===== src/hdl/dequantize_q4_block_macros.svh =====
// ----------------------------------------------------------------------------
// dequantize_q4_block assertion macros
// shared concurrent assertion forms, clocked on clk_i and idle in reset
// ----------------------------------------------------------------------------
`ifndef DEQUANTIZE_Q4_BLOCK_MACROS_SVH
`define DEQUANTIZE_Q4_BLOCK_MACROS_SVH

// same-cycle implication
`define DQ4_ASSERT_IMP(lbl, ante, cons) \
  lbl: assert property (@(posedge clk_i) disable iff (!rst_ni) (ante) |-> (cons)) \
    else $error("dq4 assertion failed");

// next-cycle implication
`define DQ4_ASSERT_NXT(lbl, ante, cons) \
  lbl: assert property (@(posedge clk_i) disable iff (!rst_ni) (ante) |=> (cons)) \
    else $error("dq4 assertion failed");

`endif


===== src/hdl/dq4_pkg.sv =====
// ----------------------------------------------------------------------------
// dq4_pkg
// constants and types shared by the q4 block dequantizer
// ----------------------------------------------------------------------------
package dq4_pkg;

  localparam int unsigned BlockBytes   = 144;
  localparam int unsigned PayloadStart = 16;
  localparam int unsigned MagWidth     = 45;
  localparam logic [31:0] CanonNan     = 32'h7FC0_0000;
  localparam logic [30:0] InfBits      = 31'h7F80_0000;
  // single exponent of a fixed-point lsb of 2^-24: 127 - 24
  localparam logic [7:0]  ExpBase      = 8'd103;

  // exact difference of one nibble result, before rounding to single
  typedef struct packed {
    logic                special;
    logic [31:0]         special_bits;
    logic                sign;
    logic [MagWidth-1:0] mag;
  } dq4_diff_t;

endpackage


===== src/hdl/dequantize_q4_block.sv =====
// ----------------------------------------------------------------------------
// dequantize_q4_block
// q4 block dequantizer: 144-byte blocks in, 256 fp32 weights out per block
// ----------------------------------------------------------------------------
// Bytes 0-3 of each block load the half-precision scale and offset, bytes
// 4-15 are dropped, and each of bytes 16-143 gives two weights (low nibble at
// element i, high nibble at element 128+i), computed as nibble*scale - offset
// in single precision with round to nearest even; every NaN leaves as
// 0x7FC00000. A payload byte holds off the next byte until its high-nibble
// result moves on, since its two results share one fixed-point datapath and
// the result port, one per cycle while the output is not stalled. The
// low-nibble result of a byte passes the byte register, then the difference
// register, then the output register, and the high-nibble result follows it.
module dequantize_q4_block (
  input  logic        clk_i,
  input  logic        rst_ni,
  input  logic        s_axis_tvalid,
  output logic        s_axis_tready,
  input  logic [7:0]  s_axis_tdata,   // [7:0] raw_byte
  output logic        m_axis_tvalid,
  input  logic        m_axis_tready,
  output logic [39:0] m_axis_tdata,   // [31:0] weight_value, [39:32] element_index
  output logic        m_axis_tlast    // last_of_block
);
  import dq4_pkg::*;

  `include "dequantize_q4_block_macros.svh"

  logic [7:0]  pos_q, pos_d, pos_eff;
  logic [15:0] scale_q, offset_q;
  logic        s_acc, advance, payload;

  // item register
  logic        item_valid_q;
  logic        item_hi_q;
  logic [7:0]  item_byte_q;
  logic [6:0]  item_idx_q;

  // difference register
  logic        a_valid_q;
  dq4_diff_t   a_diff_q, a_diff_d;
  logic [7:0]  a_index_q;
  logic        a_last_q;

  // output register
  logic        out_valid_q;
  logic [31:0] out_bits_q, out_bits_d;
  logic [7:0]  out_index_q;
  logic        out_last_q;

  assign advance       = !out_valid_q || m_axis_tready;
  assign s_axis_tready = !item_valid_q || (advance && item_hi_q);
  assign s_acc         = s_axis_tvalid && s_axis_tready;
  assign pos_eff       = (pos_q >= 8'(BlockBytes)) ? 8'd0 : pos_q;
  assign payload       = pos_eff >= 8'(PayloadStart);
  assign pos_d         = (pos_eff == 8'(BlockBytes - 1)) ? 8'd0 : pos_eff + 8'd1;

  always_ff @(posedge clk_i or negedge rst_ni) begin
    if (!rst_ni) begin
      pos_q    <= '0;
      scale_q  <= '0;
      offset_q <= '0;
    end else if (s_acc) begin
      pos_q <= pos_d;
      case (pos_eff)
        8'd0:    scale_q[7:0]   <= s_axis_tdata;
        8'd1:    scale_q[15:8]  <= s_axis_tdata;
        8'd2:    offset_q[7:0]  <= s_axis_tdata;
        8'd3:    offset_q[15:8] <= s_axis_tdata;
        default: ;
      endcase
    end
  end

  always_ff @(posedge clk_i or negedge rst_ni) begin
    if (!rst_ni) begin
      item_valid_q <= 1'b0;
      item_hi_q    <= 1'b0;
    end else begin
      if (advance && item_valid_q) begin
        if (item_hi_q) item_valid_q <= 1'b0;
        else           item_hi_q    <= 1'b1;
      end
      if (s_acc && payload) begin
        item_valid_q <= 1'b1;
        item_hi_q    <= 1'b0;
      end
    end
  end

  always_ff @(posedge clk_i) begin
    if (s_acc && payload) begin
      item_byte_q <= s_axis_tdata;
      item_idx_q  <= 7'(pos_eff - 8'(PayloadStart));
    end
  end

  // ---- nibble * scale - offset, exact in fixed point with lsb 2^-24
  logic [3:0]  nib;
  logic [4:0]  ed, em;
  logic [9:0]  fd, fm;
  logic        sd, sm;
  logic        dnan, dinf, mnan, minf;
  logic [10:0] sigd, sigm;
  logic [4:0]  shd, shm;
  logic [14:0] pq;
  logic [43:0] pmag;
  logic [39:0] mmag;
  logic signed [45:0] pval, mval, dval;

  assign nib  = item_hi_q ? item_byte_q[7:4] : item_byte_q[3:0];
  assign sd   = scale_q[15];
  assign ed   = scale_q[14:10];
  assign fd   = scale_q[9:0];
  assign sm   = offset_q[15];
  assign em   = offset_q[14:10];
  assign fm   = offset_q[9:0];
  assign dnan = (ed == 5'h1F) && (fd != '0);
  assign dinf = (ed == 5'h1F) && (fd == '0);
  assign mnan = (em == 5'h1F) && (fm != '0);
  assign minf = (em == 5'h1F) && (fm == '0);
  assign sigd = (ed == '0) ? {1'b0, fd} : {1'b1, fd};
  assign sigm = (em == '0) ? {1'b0, fm} : {1'b1, fm};
  assign shd  = (ed == '0) ? 5'd0 : ed - 5'd1;
  assign shm  = (em == '0) ? 5'd0 : em - 5'd1;
  assign pq   = 15'(nib) * 15'(sigd);
  assign pmag = 44'(pq) << shd;
  assign mmag = 40'(sigm) << shm;
  assign pval = sd ? -$signed({2'b00, pmag}) : $signed({2'b00, pmag});
  assign mval = sm ? -$signed({6'd0, mmag}) : $signed({6'd0, mmag});
  assign dval = pval - mval;

  always_comb begin
    a_diff_d.special      = dnan || mnan || dinf || minf;
    a_diff_d.special_bits = CanonNan;
    a_diff_d.sign         = dval[45];
    a_diff_d.mag          = dval[45] ? 45'(-dval) : dval[44:0];
    if (dnan || mnan) begin
      a_diff_d.special_bits = CanonNan;
    end else if (dinf) begin
      // inf * 0 and inf - inf of like sign are invalid
      if (nib == '0 || (minf && (sd == sm))) a_diff_d.special_bits = CanonNan;
      else a_diff_d.special_bits = {sd, InfBits};
    end else if (minf) begin
      a_diff_d.special_bits = {!sm, InfBits};
    end
    // exact zero: only -0 minus +0 keeps a negative sign
    if (dval == '0) begin
      a_diff_d.sign = (pmag == '0) && (mmag == '0) && sd && !sm;
    end
  end

  always_ff @(posedge clk_i or negedge rst_ni) begin
    if (!rst_ni) begin
      a_valid_q   <= 1'b0;
      out_valid_q <= 1'b0;
    end else if (advance) begin
      a_valid_q   <= item_valid_q;
      out_valid_q <= a_valid_q;
    end
  end

  dq4_round u_round (
    .diff_i (a_diff_q),
    .bits_o (out_bits_d)
  );

  always_ff @(posedge clk_i) begin
    if (advance) begin
      a_diff_q    <= a_diff_d;
      a_index_q   <= {item_hi_q, item_idx_q};
      a_last_q    <= item_hi_q && (item_idx_q == 7'h7F);
      out_bits_q  <= out_bits_d;
      out_index_q <= a_index_q;
      out_last_q  <= a_last_q;
    end
  end

  assign m_axis_tvalid = out_valid_q;
  assign m_axis_tdata  = {out_index_q, out_bits_q};
  assign m_axis_tlast  = out_last_q;

  `DQ4_ASSERT_IMP(a_pos_range, 1'b1, pos_q < 8'(BlockBytes))
  `DQ4_ASSERT_IMP(a_last_index, out_valid_q && out_last_q, out_index_q == 8'hFF)
  `DQ4_ASSERT_NXT(a_payload_held, s_acc && payload, item_valid_q && !item_hi_q)

endmodule


===== src/hdl/dq4_round.sv =====
// ----------------------------------------------------------------------------
// dq4_round
// turns an exact fixed-point difference (lsb 2^-24) into a single-precision
// bit pattern, round to nearest even
// ----------------------------------------------------------------------------
module dq4_round (
  input  dq4_pkg::dq4_diff_t diff_i,
  output logic [31:0]        bits_o
);
  import dq4_pkg::*;

  logic [5:0]          lead;
  logic [5:0]          shamt;
  logic [MagWidth-1:0] norm;
  logic [22:0]         mant;
  logic                guard;
  logic                sticky;
  logic                rnd;
  logic [7:0]          expo;
  logic [30:0]         body;

  always_comb begin
    lead = '0;
    for (int i = 0; i < MagWidth; i++) begin
      if (diff_i.mag[i]) lead = 6'(i);
    end
  end

  assign shamt  = 6'(MagWidth - 1) - lead;
  assign norm   = diff_i.mag << shamt;
  assign mant   = norm[MagWidth-2 -: 23];
  assign guard  = norm[MagWidth-25];
  assign sticky = |norm[MagWidth-26:0];
  assign rnd    = guard & (sticky | mant[0]);
  assign expo   = 8'(lead) + ExpBase;
  // a rounding carry out of the mantissa bumps the exponent
  assign body   = {expo, mant} + 31'(rnd);

  always_comb begin
    if (diff_i.special) begin
      bits_o = diff_i.special_bits;
    end else if (diff_i.mag == '0) begin
      bits_o = {diff_i.sign, 31'd0};
    end else begin
      bits_o = {diff_i.sign, body};
    end
  end

endmodule


===== config.mk =====
export PLATFORM = sky130hd
export DESIGN_NAME = dequantize_q4_block
export DESIGN_NICKNAME = d
export VERILOG_FILES = /design/src/hdl/dq4_pkg.sv /design/src/hdl/dequantize_q4_block.sv /design/src/hdl/dq4_round.sv
export VERILOG_INCLUDE_DIRS = /design/src /design/src/hdl
export SDC_FILE = /design/constraint.sdc
export NUM_CORES = 1
export LEC_CHECK = 0
export ABC_AREA = 1
export BUFFER_PORTS_ARGS = -buffer_cell sky130_fd_sc_hd__buf_2
export CAP_MARGIN = 20
export CELL_PAD_IN_SITES_DETAIL_PLACEMENT = 2
export CELL_PAD_IN_SITES_GLOBAL_PLACEMENT = 2
export CORE_UTILIZATION = 33
export CTS_BUF_LIST = sky130_fd_sc_hd__clkbuf_8
export DETAILED_ROUTE_END_ITERATION = 6
export PLACE_DENSITY_LB_ADDON = 0.25
export SETUP_SLACK_MARGIN = 0.1
export SLEW_MARGIN = 20
export SYNTH_ARGS = -nofsm -noshare
export SYNTH_HDL_FRONTEND = slang
export SYNTH_SLANG_ARGS = --single-unit

===== constraint.sdc =====
create_clock -name clk_i -period 9.28 [get_ports clk_i]
set_input_delay 0.464 -clock clk_i [delete_from_list [all_inputs] [get_ports clk_i]]
set_output_delay 0.464 -clock clk_i [all_outputs]
set_load 0.03 [all_outputs]

==> flow_summary.json, run 1 <==
{
  "outcome": "complete, but fails checks",
  "violations": "negative setup slack",
  "synthFlopType": "edfxtp_1",
  "post_drt_wl_per_cell_microns": 23.23,
  "vias": 21000,
  "crit_buf_inv": 14,
  "crit_slowest_cell": "fa_2",
  "finalHoldWorstSlack_ns": 0.08563,
  "dp_hpwl_mm": 63.93,
  "rsz0062_at_grt": "yes",
  "reg2reg_from": "item_hi_q",
  "busiest_layer": "met2",
  "max_slew.worst_pin.slew_ns": 1.123,
  "first_pass_iters": 7,
  "root_buffer": "clkbuf_8",
  "drt_iter0_markers": 1089,
  "min_path_cells": 1,
  "viasPerCell": 5.495,
  "ant_nets": 0,
  "place_congestion": 0.9335,
  "setup_ws_ns": -0.4197,
  "syn_inst": 2900,
  "grt-ovfl-total": 0,
  "grt_max_degree": 82,
  "grt_use_met3_pct": 2.221,
  "achievable-frequency_mhz": 103.1,
  "chipWidth_microns": 238.3,
  "synth-edff-count": 114,
  "slew_violations": 0,
  "core.rowCount": 86,
  "holdPathEnd": "item_byte_q[5]",
  "slew_headroom_pct": 25.13,
  "async_flop_share_pct": 27.85,
  "grt_use_total_pct": 27.95,
  "critPathLaunchType": "flop",
  "die_h_microns": 238.3,
  "antenna_found_initial": 1,
  "numClockSinks": 158,
  "tritoncts": "done",
  "cp-end-kind": "flop",
  "wl_mm": 88.76,
  "ys_seq_area_share_pct": 24.55,
  "coreArea_sq_um": 55090,
  "cts_buffers": 17,
  "port_buffers": 54,
  "crit_required_ns": 9.63,
  "fin_skew_ns": 0.03197,
  "met1_usage_pct": 32.19,
  "crit_top_cell": "nand2_1",
  "cts_buffer_depth": 2,
  "io_pins": 55,
  "hold_viol": 0,
  "fin_crit_ns": 9.700,
  "yosysUniqueCellTypes": 54,
  "start_util_pct": 33.45,
  "drive_above_1_share_pct": 17.19,
  "synth_warnings": 0,
  "fin_crit_sh_pct": 104.5,
  "fin_setup_tns_ns": -10.67,
  "ys_ff_latch": 158,
  "route.detailed.drc": 0,
  "arrival_ns": 10.05,
  "reg2reg_depth": 58,
  "fin_nets": 3172,
  "syn_avg_cell_area_sq_um": 6.355,
  "max_stage_delay_ns": 0.62,
  "htree_levels": 4,
  "setup_viol": 45,
  "die_area_sq_um": 56800,
  "synth_fp_nets": 3013,
  "grt_pass1_vias": 22330,
  "clk_pin_slew_ns": 0.13,
  "reg2reg_to": "a_diff_q[41]",
  "met2_usage_pct": 52.10,
  "critPathKind": "flop to flop",
  "grt_pass1_wl_mm": 124.4,
  "reg2reg_setup_slack_ns": -0.42,
  "worstSkewPairLatency_ns": 0.57,
  "path_delay_family": "compound AO/OA/AOI/OAI gates",
  "area_growth_syn_to_layout_pct": 21.38,
  "timing.max_cap.violations": 0,
  "critPathMaxFanout": 7,
  "min_path_type": "input pin to flop",
  "worstHoldStart": "s_axis_tdata[5]",
  "synth_area_sq_um": 18430
}
==> sequential cells by signal (all words and copies together) (netlist names) <==
signal         cells
a_diff_q          49
a_index_q          8
a_last_q           1
a_valid_q          1
item_byte_q        8
item_hi_q          1
item_idx_q         7
item_valid_q       1
m_axis_tlast       1
m_axis_tvalid      1
offset_q          16
out_bits_q        32
out_index_q        8
pos_q              8
scale_q           16
==> worst max-delay path by stage <==
stage               cells past startpoint      start            to  slack, ns
finish                                 58  item_hi_q  a_diff_q[41]      -0.42
global route                           52  item_hi_q  a_diff_q[45]      -0.91
CTS                                    56  item_hi_q  a_diff_q[42]       0.09
detailed placement                     56  item_hi_q  a_diff_q[45]      -0.82
global placement                       55  item_hi_q  a_diff_q[45]      -0.31
floorplan                              58  item_hi_q  a_diff_q[44]       0.54
==> kinds of logic (layout without fill, tap and decap cells) <==
kind of cell    count (synthesis)  after routing  synth area share (%)
simple gates                 1641           1641                 38.26
buf+inv                       458            630                 9.640
compound gates                350            350                 10.77
xor+xnor                      187            187                 8.887
flops                         158            158                 24.55
fa+ha+maj                     101            101                 7.631
mux                             5              5                0.2716
other cells                     0              1                     0
==> cells in the mapped netlist (3+ instances only) <==
cell type | instances | area [sq um]
nand2_2 | 3 | 18.77
a31oi_2 | 3 | 37.54
fa_1 | 19 | 380.4
buf_4 | 3 | 22.52
xnor2_1 | 65 | 569.3
o31ai_1 | 8 | 60.06
o21ai_0 | 152 | 760.7
a21oi_1 | 92 | 460.4
o22ai_1 | 14 | 87.58
nor3_1 | 47 | 235.2
o21bai_1 | 14 | 105.1
o21ai_1 | 18 | 90.09
a21oi_2 | 3 | 26.28
buf_2 | 13 | 65.06
inv_2 | 7 | 26.28
nor2_2 | 11 | 68.82
clkbuf_1 | 71 | 266.5
nor4_1 | 15 | 93.84
dfrtp_1 | 44 | 1101
ha_1 | 82 | 1026
o21a_1 | 4 | 30.03
edfxtp_1 | 114 | 3423
clkinv_1 | 7 | 26.28
nand3b_1 | 12 | 90.09
mux2i_1 | 5 | 50.05
nand2_1 | 747 | 2804
o21ai_2 | 5 | 43.79
nand4_1 | 33 | 206.5
a21boi_0 | 3 | 22.52
nand3_1 | 427 | 2137
buf_1 | 15 | 56.30
inv_1 | 338 | 1269
buf_6 | 4 | 45.04
and2_1 | 3 | 18.77
a31oi_1 | 16 | 100.1
or2_2 | 15 | 93.84
nor2_1 | 319 | 1197
xor2_1 | 122 | 1069
o211ai_1 | 7 | 52.55
==> stage by stage <==
step                      cell area (sq um)  utilization [%]  instances  setup slack [ns]
after floorplan                       18430                -       2900            0.5447
after global placement                20020            36.33       3700           -0.3052
after detailed placement              20020            36.33       3700           -0.8195
after CTS                             20940            38.01       3765           0.08721
after global routing                  22370            40.60       3821           -0.9064
final                                 22370            40.60       3821           -0.4197
==> layout make-up <==
| cell class | count | area (sq um) |
|---|---|---|
| tap | 748 | 935.9 |
| multi-input combinational | 2284 | 13270 |
| antenna | 1 | 2.502 |
| inverter | 352 | 1343 |
| clock inverter | 15 | 176.4 |
| fill | 6640 | 32720 |
| clock buffer | 17 | 234.0 |
| sequential | 158 | 4526 |
| timing repair buffer | 246 | 1879 |
==> layout by cell type (no fill, tap or decap), drive strengths merged, types with 12 or more instances in the layout <==
cell	n
a21oi	95
a31oi	19
buf	241
clkbuf	21
clkinv	14
dfrtp	44
edfxtp	114
fa	19
ha	82
inv	351
nand2	750
nand3	428
nand3b	12
nand4	33
nor2	330
nor3	49
nor4	17
o21ai	175
o21bai	14
o22ai	14
or2	16
xnor2	65
xor2	122
==> per-layer routing <==
metal / part of all wire (%) / routed length [microns] / up-vias
met5: 0 / 0 / -
met4: 5.4 / 4761 / 0
met3: 1.8 / 1599 / 205
met2: 53 / 46730 / 356
met1: 40 / 35670 / 10600
li1: - / - / 9832
==> timing repair <==
action	4_1_cts	5_1_grt
setup endpoints to repair	45	45
resized for setup	79	227
cloned	0	5
pin swaps	63	123
hold buffers	0	1
endpoints found under the hold margin	0	44
setup buffers	33	53
Power of run 1 is not shown: default switching activity piles up to over one toggle a cycle in this logic, so the estimate is an artifact.
==> run 2: changes to the inputs <==
ABC_AREA = not set   (was 1)
CORE_UTILIZATION = 37   (was 33)
==> run 2 against run 1 <==
- the flow still finishes with violations (negative setup slack)
- sequential share of layout area decreased by 2.2 points
- count of clock-buffer cells in the layout stayed put
- area after synthesis grew 14%
- critical path type unchanged
- clock skew down 0.0094 ns
- critical path depth down 21
- non-clock buffer count rose by 79
==> flow_summary.json, run 2 <==
{
  "tritoncts": "done",
  "cts_buffers": 17,
  "core.rowCount": 87,
  "reg2reg_setup_slack_ns": -0.31,
  "fin_skew_ns": 0.02258,
  "fill_cells": 6305,
  "crit_top_cell": "o21ai_2",
  "critPathMaxFanout": 5,
  "route.detailed.drc": 0,
  "path_delay_family": "compound AO/OA/AOI/OAI gates",
  "final_util_pct": 44.66,
  "ant_nets": 0,
  "fin_nets": 2887,
  "syn_inst": 2588,
  "htree_levels": 4,
  "grt_pass1_wl_mm": 147.5,
  "placed_area_sq_um": 23490,
  "rsz0062_at_grt": "yes",
  "die_area_sq_um": 57910,
  "reg2reg_to": "a_diff_q[13]",
  "area_growth_syn_to_layout_pct": 19.28,
  "crit_buf_inv": 5,
  "wl_mm": 101.2,
  "reg2reg_from": "item_hi_q",
  "io_pins": 55,
  "synth_area_sq_um": 21070,
  "start_util_pct": 37.44,
  "dp_hpwl_mm": 75.08,
  "crit_required_ns": 9.57,
  "slew_violations": 0,
  "place_congestion": 0.9549,
  "outcome": "complete, but fails checks",
  "cp-end-kind": "flop",
  "port_buffers": 54,
  "fin_area_sq_um": 25140,
  "yosysUniqueCellTypes": 112,
  "grt_pass1_vias": 24470,
  "top_regs": "a_diff_q: 49 flops, out_bits_q: 32 flops",
  "critPathKind": "flop to flop",
  "slew_headroom_pct": 16.41,
  "finalHoldWorstSlack_ns": 0.2011,
  "root_buffer": "clkbuf_8",
  "critPathLaunch": "item_hi_q",
  "worstSkewPairLatency_ns": 0.57,
  "grt_max_degree": 56,
  "reg2reg_depth": 37,
  "grt-ovfl-total": 0,
  "post_drt_wl_per_cell_microns": 28.56,
  "min_path_type": "input pin to flop",
  "synthFlopType": "edfxtp_1",
  "ff_latch_area_sq_um": 4526,
  "ys_seq_area_share_pct": 21.47,
  "async_flop_share_pct": 27.85,
  "top_register": "a_diff_q",
  "clk_pin_slew_ns": 0.11,
  "viasPerCell": 6.528,
  "max_stage_delay_ns": 0.53,
  "timing.max_cap.violations": 0,
  "first_pass_iters": 6,
  "drt_iter0_markers": 1631,
  "holdPathEnd": "item_byte_q[4]",
  "cts_buffer_depth": 2,
  "drive_above_1_share_pct": 23.57,
  "violations": "negative setup slack",
  "setup_viol": 45,
  "grt_use_total_pct": 32.91,
  "fin_crit_sh_pct": 103.3,
  "max_slew.worst_pin.slew_ns": 1.244,
  "synth_common_cells": "244 x nand2_1, 195 x nor2_1, 146 x o21ai_0, 139 x a21oi_1, 114 x edfxtp_1",
  "hold_viol": 0,
  "coreArea_sq_um": 56280,
  "chipWidth_microns": 240.7,
  "vias": 23130,
  "achievable-frequency_mhz": 104.3,
  "ys_ff_latch": 158,
  "die_h_microns": 240.7,
  "antenna_found_initial": 0,
  "antennaDiodeCount": 0,
  "crit_slowest_cell": "or4_4",
  "synth_fp_nets": 2701,
  "final_common_cell": "buf_4",
  "min_path_cells": 1,
  "fin_crit_ns": 9.588,
  "critPathLaunchType": "flop",
  "layout_common_cells": "257 x buf_4, 235 x nand2_1, 191 x nor2_1",
  "synth-edff-count": 114,
  "worstHoldStart": "s_axis_tdata[4]",
  "numClockSinks": 158,
  "yosysTopAreaCellShare_pct": 16.25,
  "synthTopCellsByArea": "edfxtp_1 16%, dfrtp_1 5.2%, ha_1 4.9%",
  "multiInputGateArea_sq_um": 16460,
  "setup_ws_ns": -0.3075,
  "yosys.area.top_type": "edfxtp_1",
  "arrival_ns": 9.88,
  "syn_avg_cell_area_sq_um": 8.142,
  "largest_reg_flops": 49,
  "synth.most_common_cell": "nand2_1",
  "synth_warnings": 0
}
[run 2: changes by cell type after synthesis, sizes merged, moves of 51 or more]
cell    previous run  this run
a211oi             0        51
and2               3        54
inv              345        87
mux2               0        59
mux2i              5        72
nand2            750       248
nand3            428        86
nor2             330       198
[run 2: stage by stage]
stage | cells | setup TNS (ns) | worst slack, ns
after floorplan | 2588 | 0 | 0.09595
after global placement | 3476 | -0.8753 | -0.1356
after detailed placement | 3476 | -19.23 | -0.6556
after CTS | 3522 | 0 | 0.02804
after global routing | 3543 | -17.73 | -0.4904
final | 3543 | -9.004 | -0.3075
[run 2: routing by layer]
| layer | track usage [%] | routed length [microns] | vias to the layer above |
|---|---|---|---|
| li1 | - | - | 10260 |
| met1 | 38.25 | 40390 | 11940 |
| met2 | 59.89 | 52110 | 680 |
| met3 | 3.569 | 3380 | 259 |
| met4 | 15.92 | 5315 | 0 |
| met5 | 0 | 0 | - |
[run 2: cells by family (layout without fill, tap and decap cells)]
| kind of cell | count (synthesis) | count (layout) | share of synthesized area (%) |
|---|---|---|---|
| mux | 160 | 160 | 9.749 |
| fa+ha+maj | 101 | 101 | 6.674 |
| compound gates | 815 | 815 | 27.33 |
| xor+xnor | 165 | 165 | 6.858 |
| simple gates | 940 | 940 | 22.79 |
| buf+inv | 249 | 448 | 5.130 |
| flops | 158 | 158 | 21.47 |
[run 2: cell type report]
class	count	share of cell area [%]
repair buffers	325	9.712
clock inverters	15	0.7467
inverters	91	1.359
clock buffers	17	0.9309
multi-input cells	2181	65.48
well taps	756	3.763
flip-flops and latches	158	18.00
[run 2: what timing repair did]
item                                    4_1_cts  5_1_grt
hold buffers                                  0        1
pin swaps                                    52       45
endpoints found under the hold margin         0       44
buffers inserted                             13       18
gates resized for setup                      99       87
endpoints found under the setup margin       45       45
gates cloned                                  1        2
[run 2: how the worst max path moves through the flow]
stage	to	slack (ns)	cells after the start
final	a_diff_q[13]	-0.31	37
after global routing	a_diff_q[13]	-0.49	37
after CTS	a_diff_q[44]	0.03	33
after detailed placement	a_diff_q[13]	-0.66	37
after global placement	a_diff_q[5]	-0.14	36
after floorplan	a_diff_q[5]	0.1	36
[run 2: worst register-to-register path: cells and delay by family (launching register included)]
kind                     cells  cell delay (ns)
AO/OA/AOI/OAI               17             3.66
XOR/XNOR                     2             0.26
adder cells (fa/ha/maj)      4             1.44
buffers and inverters        5             0.77
flip-flops                   1             0.48
multiplexers                 1             0.37
AND/OR/NAND/NOR              8             2.34
Power of run 2 is left out for the same reason.
